<file path="config.mk">
export PLATFORM = sky130hd
export DESIGN_NAME = murmur3_32_key_hash
export DESIGN_NICKNAME = d
export VERILOG_FILES = /design/src/mm3_pkg.sv /design/src/murmur3_32_key_hash.sv /design/src/mm3_mul.sv
export SDC_FILE = /design/constraint.sdc
export NUM_CORES = 2
export LEC_CHECK = 0
export BUFFER_PORTS_ARGS = -buffer_cell sky130_fd_sc_hd__buf_2
export CAP_MARGIN = 40
export CORE_MARGIN = 4
export CORE_UTILIZATION = 55
export CTS_CLUSTER_SIZE = 25
export DETAILED_ROUTE_END_ITERATION = 7
export PLACE_DENSITY_LB_ADDON = 0.3
export SYNTH_ARGS = -nofsm -noshare
export SYNTH_HDL_FRONTEND = slang
export SYNTH_SLANG_ARGS = --single-unit
export TNS_END_PERCENT = 10
</file>
<file path="constraint.sdc">
create_clock -name aclk -period 13 [get_ports aclk]
set_clock_uncertainty 0.15 [all_clocks]
set_input_delay 1.95 -clock aclk [delete_from_list [all_inputs] [get_ports aclk]]
set_output_delay 1.95 -clock aclk [all_outputs]
set_load 0.1 [all_outputs]
</file>
<file path="src/mm3_pkg.sv">
// ----------------------------------------------------------------------------
// mm3_pkg
// Constants and sequencer state type for the MurmurHash3 key hasher.
// ----------------------------------------------------------------------------
package mm3_pkg;

    // Block scramble and mix constants.
    localparam logic [31:0] C1_CONST = 32'hcc9e2d51;
    localparam logic [31:0] C2_CONST = 32'h1b873593;
    localparam logic [31:0] N_CONST  = 32'he6546b64;

    // Finalization multipliers.
    localparam logic [31:0] F1_CONST = 32'h85ebca6b;
    localparam logic [31:0] F2_CONST = 32'hc2b2ae35;

    // Sequencer states, one-hot.
    typedef enum logic [7:0] {
        ST_IDLE  = 8'b0000_0001,  // waiting for an item
        ST_W_C2  = 8'b0000_0010,  // word * C1 ready, issue rotate * C2
        ST_W_MIX = 8'b0000_0100,  // scrambled word ready, mix into hash
        ST_FIN   = 8'b0000_1000,  // start tail or finalization
        ST_T_C2  = 8'b0001_0000,  // tail * C1 ready, issue rotate * C2
        ST_T_XOR = 8'b0010_0000,  // scrambled tail ready, xor into hash
        ST_F_M2  = 8'b0100_0000,  // first fmix product ready
        ST_F_OUT = 8'b1000_0000   // second fmix product ready, emit
    } state_t;

    function automatic logic [31:0] rotl15(input logic [31:0] v);
        rotl15 = {v[16:0], v[31:17]};
    endfunction

    function automatic logic [31:0] rotl13(input logic [31:0] v);
        rotl13 = {v[18:0], v[31:19]};
    endfunction

endpackage

</file>
<file path="src/murmur3_32_key_hash.sv">
// ----------------------------------------------------------------------------
// murmur3_32_key_hash: seeded MurmurHash3 x86_32 over a key, one byte per item.
// A new item is taken only in the idle state; a byte that completes a word,
// and the last item of a key, first pass through the shared multiplier.
// The hash goes through the tail and finalization states to the output
// register, waiting in the last state while an earlier hash is untaken.
// Synchronous active-low reset clears hash, pending bytes, phase and length.
// ----------------------------------------------------------------------------
module murmur3_32_key_hash (
    input  logic        aclk,
    input  logic        aresetn,
    input  logic        s_tvalid,
    output logic        s_tready,
    input  logic [39:0] s_tdata,   // [31:0] key_seed, [39:32] key_byte
    input  logic [1:0]  s_tuser,   // [0] byte_present, [1] first_of_key
    input  logic        s_tlast,   // last_of_key
    output logic        m_tvalid,
    input  logic        m_tready,
    output logic [31:0] m_tdata    // [31:0] hash_value
);
    import mm3_pkg::*;

    state_t      state_reg, state_next;
    logic [31:0] hash_reg, hash_next;
    logic [23:0] pend_reg, pend_next;
    logic [1:0]  phase_reg, phase_next;
    logic [31:0] len_reg, len_next;
    logic        last_reg, last_next;
    logic        out_valid_reg, out_valid_next;
    logic [31:0] out_data_reg, out_data_next;

    logic        mul_issue;
    logic [31:0] mul_a, mul_b, prod;

    logic        accept;
    logic [31:0] key_seed;
    logic [7:0]  key_byte;
    logic        byte_present, first_of_key;
    logic [31:0] base_hash, base_len;
    logic [23:0] base_pend;
    logic [1:0]  base_phase;
    logic [31:0] mixed, fin_h, fmix_out;
    logic        out_free;

    // Unpack the input item.
    assign key_seed     = s_tdata[31:0];
    assign key_byte     = s_tdata[39:32];
    assign byte_present = s_tuser[0];
    assign first_of_key = s_tuser[1];

    assign s_tready = (state_reg == ST_IDLE);
    assign accept   = s_tvalid && s_tready;
    assign out_free = !out_valid_reg || m_tready;

    // State after an optional restart by the first mark.
    assign base_hash  = first_of_key ? key_seed : hash_reg;
    assign base_len   = first_of_key ? 32'd0 : len_reg;
    assign base_pend  = first_of_key ? 24'd0 : pend_reg;
    assign base_phase = first_of_key ? 2'd0 : phase_reg;

    // Word mix: rotate the xored hash, then times 5 plus N by shift and add.
    assign mixed = (rotl13(hash_reg ^ prod) << 2) + rotl13(hash_reg ^ prod) + N_CONST;

    // Finalization input and last fmix step.
    assign fin_h    = (hash_reg ^ len_reg) ^ ((hash_reg ^ len_reg) >> 16);
    assign fmix_out = prod ^ (prod >> 16);

    mm3_mul u_mul (
        .aclk  (aclk),
        .issue (mul_issue),
        .op_a  (mul_a),
        .op_b  (mul_b),
        .prod  (prod)
    );

    // Sequencer and datapath next-state logic.
    always_comb begin
        state_next     = state_reg;
        hash_next      = hash_reg;
        pend_next      = pend_reg;
        phase_next     = phase_reg;
        len_next       = len_reg;
        last_next      = last_reg;
        out_valid_next = out_valid_reg && !m_tready;
        out_data_next  = out_data_reg;
        mul_issue      = 1'b0;
        mul_a          = prod;
        mul_b          = C2_CONST;

        case (state_reg)
            ST_IDLE: begin
                if (accept) begin
                    hash_next  = base_hash;
                    pend_next  = base_pend;
                    phase_next = base_phase;
                    len_next   = base_len + {31'd0, byte_present};
                    last_next  = s_tlast;
                    if (byte_present && base_phase == 2'd3) begin
                        // Fourth byte completes a little-endian word.
                        mul_issue  = 1'b1;
                        mul_a      = {key_byte, base_pend};
                        mul_b      = C1_CONST;
                        pend_next  = 24'd0;
                        phase_next = 2'd0;
                        state_next = ST_W_C2;
                    end else begin
                        if (byte_present) begin
                            case (base_phase)
                                2'd0:    pend_next = {base_pend[23:8], key_byte};
                                2'd1:    pend_next = {base_pend[23:16], key_byte,
                                                      base_pend[7:0]};
                                default: pend_next = {key_byte, base_pend[15:0]};
                            endcase
                            phase_next = base_phase + 2'd1;
                        end
                        if (s_tlast) begin
                            state_next = ST_FIN;
                        end
                    end
                end
            end
            ST_W_C2: begin
                mul_issue  = 1'b1;
                mul_a      = rotl15(prod);
                mul_b      = C2_CONST;
                state_next = ST_W_MIX;
            end
            ST_W_MIX: begin
                hash_next  = mixed;
                state_next = last_reg ? ST_FIN : ST_IDLE;
            end
            ST_FIN: begin
                mul_issue = 1'b1;
                if (phase_reg != 2'd0) begin
                    // Scramble the one to three tail bytes first.
                    mul_a      = {8'd0, pend_reg};
                    mul_b      = C1_CONST;
                    state_next = ST_T_C2;
                end else begin
                    mul_a      = fin_h;
                    mul_b      = F1_CONST;
                    state_next = ST_F_M2;
                end
            end
            ST_T_C2: begin
                mul_issue  = 1'b1;
                mul_a      = rotl15(prod);
                mul_b      = C2_CONST;
                state_next = ST_T_XOR;
            end
            ST_T_XOR: begin
                hash_next  = hash_reg ^ prod;
                phase_next = 2'd0;
                state_next = ST_FIN;
            end
            ST_F_M2: begin
                mul_issue  = 1'b1;
                mul_a      = prod ^ (prod >> 13);
                mul_b      = F2_CONST;
                state_next = ST_F_OUT;
            end
            ST_F_OUT: begin
                // Hold the finished hash until the output register is free.
                if (out_free) begin
                    out_valid_next = 1'b1;
                    out_data_next  = fmix_out;
                    hash_next      = 32'd0;
                    pend_next      = 24'd0;
                    phase_next     = 2'd0;
                    len_next       = 32'd0;
                    last_next      = 1'b0;
                    state_next     = ST_IDLE;
                end
            end
            default: begin
                state_next = ST_IDLE;
            end
        endcase
    end

    // Control and state registers.
    always_ff @(posedge aclk) begin
        if (!aresetn) begin
            state_reg     <= ST_IDLE;
            hash_reg      <= 32'd0;
            pend_reg      <= 24'd0;
            phase_reg     <= 2'd0;
            len_reg       <= 32'd0;
            last_reg      <= 1'b0;
            out_valid_reg <= 1'b0;
        end else begin
            state_reg     <= state_next;
            hash_reg      <= hash_next;
            pend_reg      <= pend_next;
            phase_reg     <= phase_next;
            len_reg       <= len_next;
            last_reg      <= last_next;
            out_valid_reg <= out_valid_next;
        end
    end

    // Output payload register.
    always_ff @(posedge aclk) begin
        out_data_reg <= out_data_next;
    end

    assign m_tvalid = out_valid_reg;
    assign m_tdata  = out_data_reg;

endmodule

</file>
<file path="src/mm3_mul.sv">
// ----------------------------------------------------------------------------
// mm3_mul
// Shared 32x32 multiplier keeping the low 32 bits, with a registered product.
// ----------------------------------------------------------------------------
module mm3_mul (
    input  logic        aclk,
    input  logic        issue,
    input  logic [31:0] op_a,
    input  logic [31:0] op_b,
    output logic [31:0] prod
);
    logic [31:0] full_prod;
    logic [31:0] prod_reg;

    // One multiply per issue; the product is held until the next issue.
    assign full_prod = op_a * op_b;

    always_ff @(posedge aclk) begin
        if (issue) begin
            prod_reg <= full_prod;
        end
    end

    assign prod = prod_reg;

endmodule

</file>
# After elaboration in Yosys (flattened, before gate mapping)
# Cells that the tools add are included.
# Widths: inputs -> output; s select.
[word_totals]
input_bits = 47
register_bits = 164
latchBits = 0
rom_bits = 0
mem_count = 0
mem_bits_rw = 0
output_inout_bits = 34
elab_cells = 94
[op_classes]
n_mux = 43
magnitude_cmp = 0
eq_ne = 14
shifts = 0
add_sub_neg = 4
bitwise = 5
n_reduce_logical = 18
n_mul = 1
div = 0
[op_table]
columns = ["cell", "count"]
rows = [
  ["$mux 32", 10],
  ["$pmux 32 s4", 2],
  ["$mux 24", 5],
  ["$pmux 24 s2", 2],
  ["$pmux 32 s3", 1],
  ["$pmux 32 s2", 1],
  ["$pmux 8 s8", 1],
  ["$xor 32x16->32", 2],
  ["$xor 32x32->32", 2],
  ["$add 32x1->32", 1],
  ["$add 32x32->32", 1],
  ["$add 32x32->32 const B", 1],
  ["$mul 32x32->32", 1],
  ["$mux 8", 4],
  ["$xor 32x19->32", 1],
  ["$mux 31", 1],
  ["$mux 2", 5],
  ["$reduce_and 3->1", 3],
  ["$eq 8x1->1 const B", 1],
  ["$eq 8x2->1 const B", 1],
  ["$eq 8x3->1 const B", 1],
  ["$eq 8x4->1 const B", 1],
  ["$eq 8x5->1 const B", 1],
  ["$eq 8x6->1 const B", 1],
  ["other kinds (24)", 35],
]

# Depth between registers and ports, before layout
[logic_depth]
depth_word = 7
ltp_mapped = 41
depth_no_buf = 38

# Modules after synthesis
# From an unflattened synthesis, not the netlist that was laid out.
[unflattened]
hier_cells = 2981
area_unflattened_um2 = 26650.6
[modules_own_cells]
columns = ["module", "instances", "area_per_inst_um2", "cells_per_inst"]
rows = [
  ["mm3_mul", 1, 16719.8, 1741],
  ["murmur3_32_key_hash", 1, 9930.8, 1240],
]

# Worst setup path after synthesis
# No wires, ideal clock.
[synth_path]
path_type = "input -> register"
start = "in s_tuser[1]"
end = "reg u_mul.prod_reg[27], in the netlist u_mul.prod[27] (data pin)"
setup_ns = 0.258
arrival_ns = 10.714
path_stages = 39
t_required_ns = 12.592
setup_slack_ns = 1.878
cell_sequence = "clkbuf_1 buf_1 nor2b_1 ha_1 nand3_1 nor4_2 a21o_1 buf_4 a21oi_1 nand2_1 inv_1 nor2_1 a21oi_1 fa_1 inv_1 fa_1 fa_1 inv_1 (+3 left out) ha_1 fa_1 inv_1 fa_1 inv_1 ha_1 a21o_1 a21oi_1 o21bai_1 a21o_1 a21o_1 a41oi_1 a211oi_1 o41ai_1 a21boi_0 a21o_1 a21oi_1 xnor2_1"
[synth_via]
elab_chain_cells = 7
[synth_rtl]
columns = ["item", "line", "text"]
rows = [
  ["start: declaration", "murmur3_32_key_hash.sv:15", "input logic [1:0] s_tuser,"],
  ["$mux 2", "murmur3_32_key_hash.sv:59", "assign base_phase = first_of_key ? 2'd0 : phase_reg;"],
  ["$eq 2x2->1", "murmur3_32_key_hash.sv:98", "if (byte_present && base_phase == 2'd3) begin"],
  ["$logic_and 1x1->1", "murmur3_32_key_hash.sv:98", ""],
  ["$mux 32", "murmur3_32_key_hash.sv:98", ""],
  ["$mux 32", "murmur3_32_key_hash.sv:92", "if (accept) begin"],
  ["$pmux 32 s4 / $pmux 32 s3 (equally long branches)", "murmur3_32_key_hash.sv:90", "case (state_reg)"],
  ["$mul 32x32->32 (*)", "mm3_mul.sv:16", "assign full_prod = op_a * op_b;"],
  ["named net u_mul.full_prod[27]", "mm3_mul.sv:12", "logic [31:0] full_prod;"],
  ["end signal: assignment", "mm3_mul.sv:20", "prod_reg <= full_prod;"],
  ["end: declaration", "mm3_mul.sv:13", "logic [31:0] prod_reg;"],
]
# Mark *: on every way through the listed nets, which the timed path passes. The rest lies on a longest branch.
# A chain may end at the register's enable or synchronous reset.

# Worst setup path in the final report
[layout_path]
start = "in s_tuser[1]"
end = "reg u_mul.prod_reg[30], in the netlist u_mul.prod[30] (data pin)"
# Same word-level chain as after synthesis.

==> out/results.txt <==
TritonCTS built the clock tree. The number of hold-slack violations in the final timing report was 0. The flow ran to the end, and the final reports show no timing, DRC or antenna violations. The clock net in this run drives a total of 164 sinks. Static timing analysis puts the maximum clock frequency at 82.13 MHz. For this run, the register share of the synthesized area comes to 15.82%. On the final layout, the worst hold slack is 331.9 ps. Of all nets on the critical path, the largest fanout is 20.

The count of pins over their slew limit is 0, and the count of max-cap constraint violations is 0. The worst pin sits at a relative slew slack of 33.44%. The die covers 48570 um2. The run gives 4 as the initial antenna violation count.

The logs give 17 for the CTS buffer count and 77 for the number of core rows. The total half-perimeter wirelength after legalization and detailed placement was 80890 um. Capturing element type of the critical path: a flop. The fill cell total of the finished layout was 3903; the number of distinct library cell variants in the gate-level netlist after synthesis was 80. Synthesis handed over a netlist of 2775 instances. The clock latency at the later pin of the worst-skew pair came out at 520 ps. The tools report the signal arrival time at the worst endpoint as 12290 ps. The detailed-route wire length is 97200 um. The number of buffers on the longest clock path was 2. The critical path is of the primary input to flop type. In this design, the critical path's most frequently occurring cell is sky130_fd_sc_hd__fa_1. The final critical-path required period was 12180 ps; the average via count per standard cell was 6.027.

The cell at the slowest stage of the critical path is sky130_fd_sc_hd__a221oi_1. After routing, the total negative slack on setup checks comes to 0 ps. The mapped cell area was 24810 um2; the count of flip-flops with a built-in enable after synthesis was 64. Kind of cell adding the most delay to the critical path: adder cells.

The share of synthesized area in the top cell type comes to 32.03%. The run gives 3437 as the final standard cell count with taps included and fillers excluded. Once the clock tree was built, the setup fixing pass inserted 0 buffers. From bottom edge to top edge, the die measures 220.4 um. The number of primary I/O pins was 81; the wire length per cell was 28.28 um. Setup repair after global routing left no endpoint under its margin. The tree is rooted in a sky130_fd_sc_hd__clkbuf_16. Commonest register cell after synthesis: sky130_fd_sc_hd__dfxtp_1.

The first global-routing pass estimated 141400 um of wire. The number of nets in the synthesized netlist is 3413. The count of vias placed by the detailed router was 20716; the horizontal die dimension was 220.4 um.

Summed over all instances, the cell type with the most area after synthesis is sky130_fd_sc_hd__fa_1. The quantity of I/O buffers inserted on ports is 80. The library cells used most frequently in the layout, excluding fill and tap cells, are sky130_fd_sc_hd__inv_1 (627), sky130_fd_sc_hd__fa_1 (397), sky130_fd_sc_hd__nand2_1 (221), sky130_fd_sc_hd__nor2_1 (216), sky130_fd_sc_hd__ha_1 (194). Cells with a size suffix above 1 make up 7.741% of the layout. The first detailed-routing pass ran for 7 iterations.

The run gives 55.86% as the initial core utilization. After synthesis, the cell types taking the most area are sky130_fd_sc_hd__fa_1 (32%), sky130_fd_sc_hd__ha_1 (9.8%), sky130_fd_sc_hd__inv_1 (9.5%). In this run, the number of DRC markers left after iteration 0 of detailed routing was 2424. After synthesis, the mean cell area works out to 8.941 um2. The synthesized design contains 164 register bits.

The startpoint type of the worst setup path is a primary input. The via count of the first global-routing pass came out at 21363. In this run the remaining antenna-violating nets after routing total 0.

Setup violations remaining at the end of the flow were counted as 0. Leaving out fill and tap cells, the most frequent cell in the layout is sky130_fd_sc_hd__inv_1. From synthesis to final layout, the design area changed by 7.736%. The buffer and inverter count on the worst path was 7; the final RePlAce weighted congestion was 1.077. The total routing usage reported by global routing came out at 41.19%. The path class of the tightest hold or removal check is flop to flop.

The transition time at the pin with the least slew margin was 996.0 ps; the count of cells resized by post-cts repair was 0. After the last flow step, the layout net total stands at 3467. Proportion of register bits with asynchronous set or reset after synthesis: 0%. After detailed placement, the design holds a cell count of 3402. For this run, the slowest stage of the critical path takes 650 ps.

For this run, design rule violations remaining after detail routing come to 0. The tools report the sum of overflow across all layers after global routing as 0. The count of yosys warnings during synthesis was 0. The logs give 13110 ps for the endpoint required time on the critical path and 0 for the count of hold buffers inserted by post-cts repair. Clock slew at the register clock pins of the worst setup and hold paths: 80 ps. The pin count of the biggest net entering global routing is 65, and the final worst-path cycle share is 93.66%.

CTS built an H-tree with a depth of 4. The core box area is 44410 um2.
-- synth_stat cells (all sizes together), types with 15 or more instances --
cell,instances
nand2b,15
clkbuf,90
xor2,72
o21ai,76
and3,17
nand3,34
buf,21
nor2b,22
inv,631
a31oi,16
a21o,36
edfxtp,64
a21oi,130
nor3,19
and2,20
fa,397
a221oi,20
ha,194
a22oi,51
xnor2,145
dfxtp,100
nand2,222
nor2,218
-- worst paths after layout --
check / to / depth (start not counted) / startpoint / slack [ps]
setup reg to reg: u_mul.prod[30] / 33 / state_reg[3] / 1850
hold / removal: last_reg / 2 / last_reg / 330
hold reg to reg: last_reg / 2 / last_reg / 330
setup / recovery: u_mul.prod[30] / 36 / s_tuser[1] / 820
-- area by class of cell --
| type | count | area (um2) | area share [%] |
|---|---|---|---|
| multi-input combinational | 1869 | 18100 | 67.72 |
| sequential | 164 | 3924 | 14.68 |
| inverter | 631 | 2369 | 8.861 |
| timing repair buffer | 146 | 955.9 | 3.576 |
| tap | 592 | 740.7 | 2.771 |
| clock buffer | 17 | 425.4 | 1.592 |
| clock inverter | 15 | 206.4 | 0.7724 |
| antenna | 3 | 7.507 | 0.02809 |
-- layer usage --
layer	vias to the layer above	GRT usage (%)	wire (um)
li1	8826	-	-
met1	10297	53.62	38410
met2	1242	61.75	41790
met3	347	10.11	9569
met5	-	0	21
met4	4	26.29	7420
-- through the flow --
| stage | cell area (um2) | worst slack, ps | utilization, % |
|---|---|---|---|
| 6_report | 26730 | 824.1 | 60.18 |
| 5_1_grt | 26720 | 559.9 | 60.17 |
| 4_1_cts | 26720 | 1120 | 60.17 |
| 3_5_place_dp | 26090 | 608.7 | 58.74 |
| 3_3_place_gp | 25960 | 807.3 | 58.46 |
| 2_1_floorplan | 24810 | 1878 | - |
-- kinds of logic (layout without fill, tap and decap cells) --
family / Yosys count / in the layout / synth area share (%)
AOI/OAI and AO/OA: 421 / 421 / 11.27
buffers and inverters: 742 / 809 / 11.40
DFF: 164 / 164 / 15.82
and+or+nand+nor: 632 / 632 / 11.67
xor gates and xnor gates: 218 / 218 / 7.751
other: 0 / 3 / 0
muxes: 7 / 7 / 0.2824
adders and majority gates: 591 / 591 / 41.82
-- worst reg2reg max path: cells and delay by family (launching register included) --
kind | cells | cell delay, ps
compound gates | 6 | 1880
xor+xnor | 1 | 80
fa+ha+maj | 9 | 4020
buf+inv | 6 | 650
flops | 1 | 550
simple gates | 11 | 3580
Power is left out: the tool's default activity adds up to more than one toggle a clock period on the data nets, which glitch-free logic cannot reach.
